$ cat src/sv/assert_macros.svh
// assertion macros shared by the linear partition block
`ifndef ASSERT_MACROS_SVH
`define ASSERT_MACROS_SVH

// same-cycle implication, clocked on i_clk, off during reset
`define ASSERT_IMPL(lbl, ante, cons) \
    lbl: assert property (@(posedge i_clk) disable iff (!i_rst_n) (ante) |-> (cons)) \
        else $error("assertion failed");

// next-cycle implication, clocked on i_clk, off during reset
`define ASSERT_NEXT(lbl, ante, cons) \
    lbl: assert property (@(posedge i_clk) disable iff (!i_rst_n) (ante) |=> (cons)) \
        else $error("assertion failed");

`endif

$ cat src/sv/lpmm_pkg.sv
// shared types and constants of the linear partition block
package lpmm_pkg;

    localparam int WC_W = 10;

    localparam logic CMD_LOAD = 1'b0;
    localparam logic CMD_READ = 1'b1;

    typedef struct packed {
        logic load;
        logic read;
        logic search_init;
        logic check;
        logic prime_first;
        logic prime_second;
        logic step;
        logic fit_update;
        logic finish;
    } t_dp_cmd;

    typedef struct packed {
        logic scan_last;
        logic mark_mode;
    } t_dp_stat;

endpackage

$ cat src/sv/lpmm_ctrl.sv
// controller state machine: load, search probes, marking pass, read
`include "assert_macros.svh"

module lpmm_ctrl (
    input  logic               i_clk,
    input  logic               i_rst_n,
    input  logic               i_start,
    input  logic               i_cmd,
    input  logic               i_last,
    input  lpmm_pkg::t_dp_stat i_stat,
    output lpmm_pkg::t_dp_cmd  o_cmd,
    output logic               o_busy
);

    localparam logic [2:0] S_IDLE   = 3'd0;
    localparam logic [2:0] S_INIT   = 3'd1;
    localparam logic [2:0] S_CHECK  = 3'd2;
    localparam logic [2:0] S_PRE1   = 3'd3;
    localparam logic [2:0] S_PRE2   = 3'd4;
    localparam logic [2:0] S_SCAN   = 3'd5;
    localparam logic [2:0] S_FIT    = 3'd6;
    localparam logic [2:0] S_FINISH = 3'd7;

    logic [2:0]        r_state;
    logic [2:0]        n_state;
    lpmm_pkg::t_dp_cmd w_cmd;
    logic              w_last_load;

    always_comb begin
        n_state = r_state;
        w_cmd   = '0;
        case (r_state)
            S_IDLE: begin
                if (i_start) begin
                    if (i_cmd == lpmm_pkg::CMD_LOAD) begin
                        w_cmd.load = 1'b1;
                        if (i_last) begin
                            n_state = S_INIT;
                        end
                    end else begin
                        w_cmd.read = 1'b1;
                    end
                end
            end
            S_INIT: begin
                w_cmd.search_init = 1'b1;
                n_state           = S_CHECK;
            end
            S_CHECK: begin
                w_cmd.check = 1'b1;
                n_state     = S_PRE1;
            end
            S_PRE1: begin
                w_cmd.prime_first = 1'b1;
                n_state           = S_PRE2;
            end
            S_PRE2: begin
                w_cmd.prime_second = 1'b1;
                n_state            = S_SCAN;
            end
            S_SCAN: begin
                w_cmd.step = 1'b1;
                if (i_stat.scan_last) begin
                    n_state = i_stat.mark_mode ? S_FINISH : S_FIT;
                end
            end
            S_FIT: begin
                w_cmd.fit_update = 1'b1;
                n_state          = S_CHECK;
            end
            S_FINISH: begin
                w_cmd.finish = 1'b1;
                n_state      = S_IDLE;
            end
            default: begin
                n_state = S_IDLE;
            end
        endcase
    end

    always_ff @(posedge i_clk) begin
        if (!i_rst_n) begin
            r_state <= S_IDLE;
        end else begin
            r_state <= n_state;
        end
    end

    assign o_cmd  = w_cmd;
    assign o_busy = (r_state != S_IDLE);

    assign w_last_load = (r_state == S_IDLE) && i_start && (i_cmd == lpmm_pkg::CMD_LOAD)
                       && i_last;

    `ASSERT_NEXT(a_fit_back_to_check, r_state == S_FIT, r_state == S_CHECK)
    `ASSERT_NEXT(a_last_load_starts, w_last_load, o_busy)

endmodule

$ cat config.mk
export PLATFORM = sky130hd
export DESIGN_NAME = lpmm_ctrl
export DESIGN_NICKNAME = d
export VERILOG_FILES = /design/src/sv/lpmm_pkg.sv /design/src/sv/lpmm_ctrl.sv
export VERILOG_INCLUDE_DIRS = /design/src /design/src/sv
export SDC_FILE = /design/constraint.sdc
export NUM_CORES = 1
export LEC_CHECK = 0
export BUFFER_PORTS_ARGS = -buffer_cell sky130_fd_sc_hd__buf_4
export CORE_AREA = 2 2 39 41
export DETAILED_ROUTE_END_ITERATION = 6
export DIE_AREA = 0 0 41 43
export SYNTH_ARGS = -nofsm -noshare
export SYNTH_HDL_FRONTEND = slang
export SYNTH_SLANG_ARGS = --single-unit
export TNS_END_PERCENT = 30
$ cat constraint.sdc
create_clock -name i_clk -period 2.8 [get_ports i_clk]
set_input_delay 0.42 -clock i_clk [delete_from_list [all_inputs] [get_ports i_clk]]
set_output_delay 0.42 -clock i_clk [all_outputs]
set_load 0.01 [all_outputs]
Yosys cells after proc, flatten, opt, wreduce, memory -nomap -nowiden
Cells that the tools add are included.
- multiplexer cells: 17
- reductions and logical operators: 4
- eq/ne operators: 11
- operator list (operator ; count):
    one-hot mux 3 bit (7 select lines) ; 1
    equality test 3 bit (second input constant) ; 4
    two-way mux 3 bit ; 4
    two-way mux 1 bit ; 10
    inequality test 2 bit (second input constant) ; 4
    equality test 3 x 2 -> 1 bit (second input constant) ; 2
    two-way mux 2 bit ; 2
    AND reduction 4 bit ; 1
    equality test 3 x 1 -> 1 bit (second input constant) ; 1
    zero test 3 bit ; 1
    nonzero test 3 bit ; 1
    OR reduction 2 bit ; 1
- register bits after elaboration: 3
- output and inout port bits: 10
- input bits: 7

Logic depth before layout (Yosys ltp)
Gate-level depths: netlist (run 1).
- word-level depth: 4
- depth in mapped cells: 4
- gate-level depth less buffers: 3

Worst setup path before layout (run 1)
Ideal clock, no wire load.
- path type: register to output
- from: register r_state[0]
- to: output port o_cmd[8] (netlist bit)
- slack: 1391 ps
- path buffers: 0
- arrival: 989 ps
- stages on the path, launching flop included: 4
- path through: dfxtp_1 > nor3_2 > inv_1 > nor3b_1
- RTL lines (element ; line ; text):
    from (decl) ; lpmm_ctrl.sv:24 ; logic [2:0] r_state;
    from (signal assigned) ; lpmm_ctrl.sv:85 ; r_state <= n_state;
    to (decl) ; lpmm_ctrl.sv:11 ; output lpmm_pkg::t_dp_cmd o_cmd,

==> out/qor.yml, run 1 <==
finish:
  final_layout_size_suffix_gt1_frac: 0.511
  areaGrowthSynthToFinish_pct: 68.0
  post_layout_nonfiller_instances: 63
  antenna_cells: 0
  largest_register_ffs: 3
  largest_register: "r_state"
  finish.net_count: 55
  layout_top_registers: "r_state x3"
  layout.filler_cells: 162
critical_path:
  cp_data_required_time_ns: 2.38
  crit_path_start: "r_state[1]$_SDFFE_PN0P_"
  crit_fanout: 11
  critical_path_arrival_ns: 1.27
  critPathCapture: "o_cmd[8]"
  reg2reg_setup_slack_ns: 1.78
  worstSetupStartpointType: "register"
  criticalPathCategory: "register to output pin"
  worst_reg2reg_endpoint: "r_state[0]$_SDFFE_PN0P_"
  worst_setup_path_end_kind: "output pin"
  worst_r2r_startpoint: "r_state[2]$_SDFFE_PN0P_"
  rr_worst_depth: 2
yosys:
  yosys.area.top_type: "dfxtp_1"
  dominant_combinational_cell_family_by_area_after_synthesis: "simple AND/OR/NAND/NOR gates"
  ys_seq_elements: 3
  syn_nets: 36
  synth_compound_gate_area_share: 0.185
  yosys-top-cells-area: "dfxtp_1 (27%), nor3b_1 (10%), and3_2 (6.7%), buf_4 (6.7%), nand2_1 (6.7%)"
  yosys-mux-area-fraction: 0
  netlist_cell_types: 18
  synth.yosys.warnings: 0
  syn-instance-count: 29
  synth_simple_gate_area_frac: 0.427
  ys_seq_area_frac: 0.270
  netlist_top_cells_count: "nand2_1 (4), dfxtp_1 (3), nor3b_1 (3)"
  synthesis.area_sq_um: 223
  synth_fa_ha_area_frac: 0
  share_of_async_settable_or_async_resettable_flops_after_synthesis: 0
  most_used_standard_cell_by_instance_count_after_synthesis: "nand2_1"
  post_synthesis_share_of_cell_area_spent_on_xor_and_xnor_gates: 0
  synth_top_area_share: 0.270
  synth_enable_flop_cells: 0
  dominantRegCellSynth: "dfxtp_1"
  syn_area_per_cell_sq_um: 7.68
pwr:
  p_leak_nw: 0.189
  cellPowerDensity_nw_per_um2: 543
  vdd.ir_drop.worst_uv: 201
floorplan:
  top_level_ports: 17
  die_h_um: 43
  floorplan.rows: 14
  design.core.area_sq_um: 1380
  initial_utilization: 0.161
  die-area_sq_um: 1760
  die_w_um: 41
cts:
  clock_insertion_delay_worst_skew_ns: 0.23
  post_cts_buffers: 0
  cts_htree_levels: 1
  clock_sink_count: 3
  cts.root.buffer_cell: "clkbuf_4"
  ctsResizeCount: 0
  cts_inserted_buffers: 3
  clk_transition_reported_paths_ns: 0.04
  number_of_buffers_on_the_longest_clock_path: 2
  cts_tree: "yes"
  cts_hold_buf: 0
sta:
  post-route-min-period_ns: 1.69
  final-setup-viol-count: 0
  finalClockSkew_ns: 0.000438
  finalHoldViolations: 0
  grt_setup_unrepaired: "no"
  max_freq_ghz: 0.593
  final.setup.tns_ns: 0
  final_max_slew_viol_count: 0
  post-route-period-util: 0.603
  postLayoutSetupSlackWorst_ns: 1.11
  timing.slew.headroom: 0.775
  tightestPinTransition_ns: 0.337
placed_design:
  dp_slack_ns: 1.35
  count_of_buffers_inserted_at_the_top_level_ports: 16
  dpl.cell_count: 59
  place_hpwl_um: 435
  gp_congestion: 0.734
global_routing:
  number_of_antenna_violations_at_the_first_check_in_global_routing: 0
  global_route_wire_length_before_repair_um: 855
  globalRoute.totalOverflow: 0
  grt_usage: 0.0732
  grt_pass1_vias: 210
  grt_start_max_net_pins: 13
detailed_routing:
  drc: 0
  drt-wirelength-per-cell_um: 8.63
  final_wl_um: 544
  starting_drt_drc_count: 0
  routed_antenna_nets: 0
  drt_pre_antenna_iters: 1
  vias: 250
  routed_via_density: 3.97
min_path:
  hp-class: "input port to register"
status:
  outcome: "completed"
run:
  cap_viol_max_count: 0
[per-layer routing]
layer / global-route usage / up-vias / share of wire
li1: - / 135 / -
met1: 0.0994 / 110 / 0.41
met2: 0.0844 / 5 / 0.52
met3: 0.0157 / 0 / 0.066
met4: 0.0800 / 0 / 0
met5: 0 / - / 0
[placed cells by master (no fill, tap or decap), drive strengths merged]
master	count
a211o	1
a21boi	1
a221oi	1
and3	3
buf	16
clkbuf	4
dfxtp	3
inv	3
nand2	4
nand3b	1
nor2	2
nor2b	1
nor3	2
nor3b	3
o21a	1
o21ai	1
[power by group]
group | leakage (nW) | internal (mW) | switching, mW
clock | 0.0150 | 0.0534 | 0.0216
combinational | 0.150 | 0.0369 | 0.0296
sequential | 0.0245 | 0.0488 | 0.0129
[metrics by stage]
stage	util	hold WS, ns	cell area (sq um)	total power [mW]
finish	0.270	0.413	374	0.203
global route	0.270	0.428	374	0.218
CTS	0.270	0.405	374	0.210
detailed placement	0.251	0.618	348	0.130
global placement	0.251	0.590	348	0.129
floorplan	-	0.534	223	0.0991
[worst max-delay path, stage by stage (launching register included)]
cell     delay [ns]
dfxtp_1        0.40
nor3_2         0.24
inv_1          0.08
nor3b_1        0.18
buf_4          0.15
[worst min path at each step]
stage,startpoint,end,cells after the start
6_report,i_rst_n,r_state[2]$_SDFFE_PN0P_,2
5_1_grt,i_rst_n,r_state[2]$_SDFFE_PN0P_,2
4_1_cts,i_rst_n,r_state[2]$_SDFFE_PN0P_,2
3_5_place_dp,r_state[0]$_SDFFE_PN0P_,r_state[0]$_SDFFE_PN0P_,1
3_3_place_gp,r_state[0]$_SDFFE_PN0P_,r_state[0]$_SDFFE_PN0P_,1
2_1_floorplan,r_state[0]$_SDFFE_PN0P_,r_state[0]$_SDFFE_PN0P_,1
[area by class of cell]
cell class / count / area [sq um] / share of cell area
multi-input combinational: 21 / 136 / 0.365
inverter: 3 / 11.3 / 0.0301
clock buffer: 4 / 26.3 / 0.0702
tap: 16 / 20.0 / 0.0535
sequential: 3 / 60.1 / 0.161
timing repair buffer: 16 / 120 / 0.321
[logic make-up after synthesis]
group	Yosys count
flops	3
simple gates	16
compound gates	5
buf+inv	5
Power figures use the tool's default switching activity.
==> run 2, diff against run 1 <==
- clock period: 2.8 -> 1.5 ns (I/O delays scaled with it)
==> run 2 against run 1 <==
Compared with the run above: sequential power grew 98%; register-to-register slack got worse by 1.2 ns; via count down 0.80%; critical endpoint unchanged; largest cell class unchanged.
==> out/qor.yml, run 2 (same netlist as run 1, synthesis figures left out) <==
status:
  outcome: "completed"  # unchanged
finish:
  post-route-cell-area_sq_um: 392  # was 374 sq um
  mostFrequentLayoutCell: "buf_4"  # unchanged
  finalCoreUtilization: 0.283  # was 0.270
  finish.net_count: 55  # unchanged
  largest_register: "r_state"  # unchanged
  areaGrowthSynthToFinish_pct: 75.8  # was 68.0%
  final_layout_size_suffix_gt1_frac: 0.596  # was 0.511
  layout.filler_cells: 168  # was 162
  largest_register_ffs: 3  # unchanged
  layout_top_registers: "r_state x3"  # unchanged
  layout.cells.most_common_list: "buf_4 (16), nand2_1 (4), clkbuf_4 (3)"  # was buf_4 (16), nand2_1 (4), nor3b_1 (3), clkbuf_4 (3), dfxtp_1 (3)
  antenna_cells: 0  # unchanged
floorplan:
  top_level_ports: 17  # unchanged
  die_h_um: 43  # unchanged
  design.core.area_sq_um: 1380  # unchanged
  initial_utilization: 0.161  # unchanged
  floorplan.rows: 14  # unchanged
  die_w_um: 41  # unchanged
  die-area_sq_um: 1760  # unchanged
run:
  cap_viol_max_count: 0  # unchanged
sta:
  finalHoldViolations: 0  # unchanged
  grt_setup_unrepaired: "no"  # unchanged
  timing.slew.headroom: 0.840  # was 0.775
  tightestPinTransition_ns: 0.241  # was 0.337 ns
  final_max_slew_viol_count: 0  # unchanged
  finalClockSkew_ns: 0.00362  # was 0.000438 ns
  max_freq_ghz: 0.709
  final.setup.tns_ns: 0  # unchanged
  final-setup-viol-count: 0  # unchanged
  postLayoutSetupSlackWorst_ns: 0.0896  # was 1.11 ns
  post-route-period-util: 0.940
  post-route-min-period_ns: 1.41
detailed_routing:
  routed_antenna_nets: 0  # unchanged
  drc: 0  # unchanged
  routed_via_density: 3.94  # was 3.97
  final_wl_um: 554  # was 544 um
  drt_pre_antenna_iters: 2  # was 1
  vias: 248  # was 250
  drt-wirelength-per-cell_um: 8.79  # was 8.63 um
  starting_drt_drc_count: 2  # was 0
global_routing:
  globalRoute.totalOverflow: 0  # unchanged
  grt_pass1_vias: 222  # was 210
  global_route_wire_length_before_repair_um: 876  # was 855 um
  number_of_antenna_violations_at_the_first_check_in_global_routing: 0  # unchanged
  grt_usage: 0.0752  # was 0.0732
  grt_start_max_net_pins: 13  # unchanged
critical_path:
  series_of_cell_instances_along_the_critical_path: "nor3_4 -> inv_1 -> nor3b_2 -> buf_4"  # was nor3_2 -> inv_1 -> nor3b_1 -> buf_4
  reg2reg_setup_slack_ns: 0.56  # was 1.78 ns
  worst_reg2reg_endpoint: "r_state[1]$_SDFFE_PN0P_"  # was r_state[0]$_SDFFE_PN0P_
  crit_path_start: "r_state[1]$_SDFFE_PN0P_"  # unchanged
  worstSetupStartpointType: "register"  # unchanged
  crit_fanout: 11  # unchanged
  cp_slowest_cell: "dfxtp_4"  # was dfxtp_1
  critical_path_arrival_ns: 1.19  # was 1.27 ns
  worst_r2r_startpoint: "r_state[0]$_SDFFE_PN0P_"  # was r_state[2]$_SDFFE_PN0P_
  cp_data_required_time_ns: 1.27  # was 2.38 ns
  rr_worst_depth: 3  # was 2
  criticalPathCategory: "register to output pin"  # unchanged
  worst_setup_path_end_kind: "output pin"  # unchanged
  max_stage_delay_ns: 0.37  # was 0.40 ns
cts:
  clk_transition_reported_paths_ns: 0.04  # about the same
  number_of_buffers_on_the_longest_clock_path: 2  # unchanged
  cts.root.buffer_cell: "clkbuf_4"  # unchanged
  cts_tree: "yes"  # unchanged
  clock_sink_count: 3  # unchanged
  cts_inserted_buffers: 3  # unchanged
  post_cts_buffers: 0  # unchanged
  clock_insertion_delay_worst_skew_ns: 0.23  # about the same
  cts_htree_levels: 1  # unchanged
placed_design:
  gp_congestion: 0.746  # was 0.734
  place_hpwl_um: 416  # was 435 um
  count_of_buffers_inserted_at_the_top_level_ports: 16  # unchanged
  dp_slack_ns: 0.215  # was 1.35 ns
  detailed_place.area_sq_um: 348  # unchanged
pwr:
  vdd.ir_drop.worst_uv: 391  # was 201 uV
  pwr-share-clk: 0.362  # was 0.369
  sw_frac_of_total: 0.323  # was 0.316
  p_leak_nw: 0.196  # was 0.189 nW
  internal_power_mw: 0.268  # was 0.139 mW
  p_sw_mw: 0.128  # was 0.0641 mW
  power_frac_comb: 0.330  # was 0.327
  power.share.sequential: 0.308  # was 0.304
  cellPowerDensity_nw_per_um2: 1010  # was 543 nW/um^2
min_path:
  timing.hold.worst_path_depth: 2  # unchanged
  hold_path_startpoint: "i_rst_n"  # unchanged
  min_to: "r_state[2]$_SDFFE_PN0P_"  # unchanged
  hp-class: "input port to register"  # unchanged
==> run 2: cell counts in the layout (fill, tap and decap cells not counted) <==
No cell type changed its count.
==> run 2: worst max-delay path: cells and delay by family (launching register included) <==
kind,cells,cell delay [ns]
DFF,1,0.37
buffers and inverters,2,0.22
and+or+nand+nor,2,0.36
==> run 2: area by class of cell <==
type / count / area, sq um / area share
Clock buffer: 4 / 26.3 / 0.0671
Inverter: 3 / 11.3 / 0.0288
Multi-Input combinational cell: 21 / 148 / 0.377
Sequential cell: 3 / 66.3 / 0.169
Tap cell: 16 / 20.0 / 0.0511
Timing Repair Buffer: 16 / 120 / 0.307
==> run 2: through the flow <==
stage	hold slack, ns	instances	power, mW
final	0.211	63	0.396
after detailed placement	0.452	59	0.242
after floorplan	0.343	29	0.185
after CTS	0.203	63	0.394
after global placement	0.448	59	0.240
after global routing	0.216	63	0.422
==> run 2: power groups by stage <==
stage / logic, mW / registers (mW) / clock network (mW)
3_5_place_dp: 0.126 / 0.116 / 0
3_3_place_gp: 0.126 / 0.114 / 0
6_report: 0.131 / 0.122 / 0.143
2_1_floorplan: 0.0828 / 0.102 / 0
4_1_cts: 0.126 / 0.116 / 0.152
5_1_grt: 0.142 / 0.125 / 0.155
==> run 2: layer usage <==
layer,routed length (um),part of all wire,vias up,track usage
met4,0,0,0,0.0800
li1,-,-,134,-
met3,26,0.047,0,0.0157
met2,286,0.52,5,0.0969
met1,241,0.44,109,0.0929
met5,0,0,-,0
==> run 2: worst max path at each step <==
stage,to,slack [ns],cells after the start
after floorplan,o_cmd[8],0.29,3
after global placement,o_cmd[8],0.24,4
after detailed placement,o_cmd[8],0.21,4
after CTS,o_cmd[8],0.001,4
after global routing,o_cmd[8],0.005,4
final,o_cmd[8],0.09,4
==> run 2: what timing repair did <==
item,4_1_cts,5_1_grt
pin swaps,1,1
setup endpoints to repair,1,1
resized for setup,2,4
hold buffers,0,0
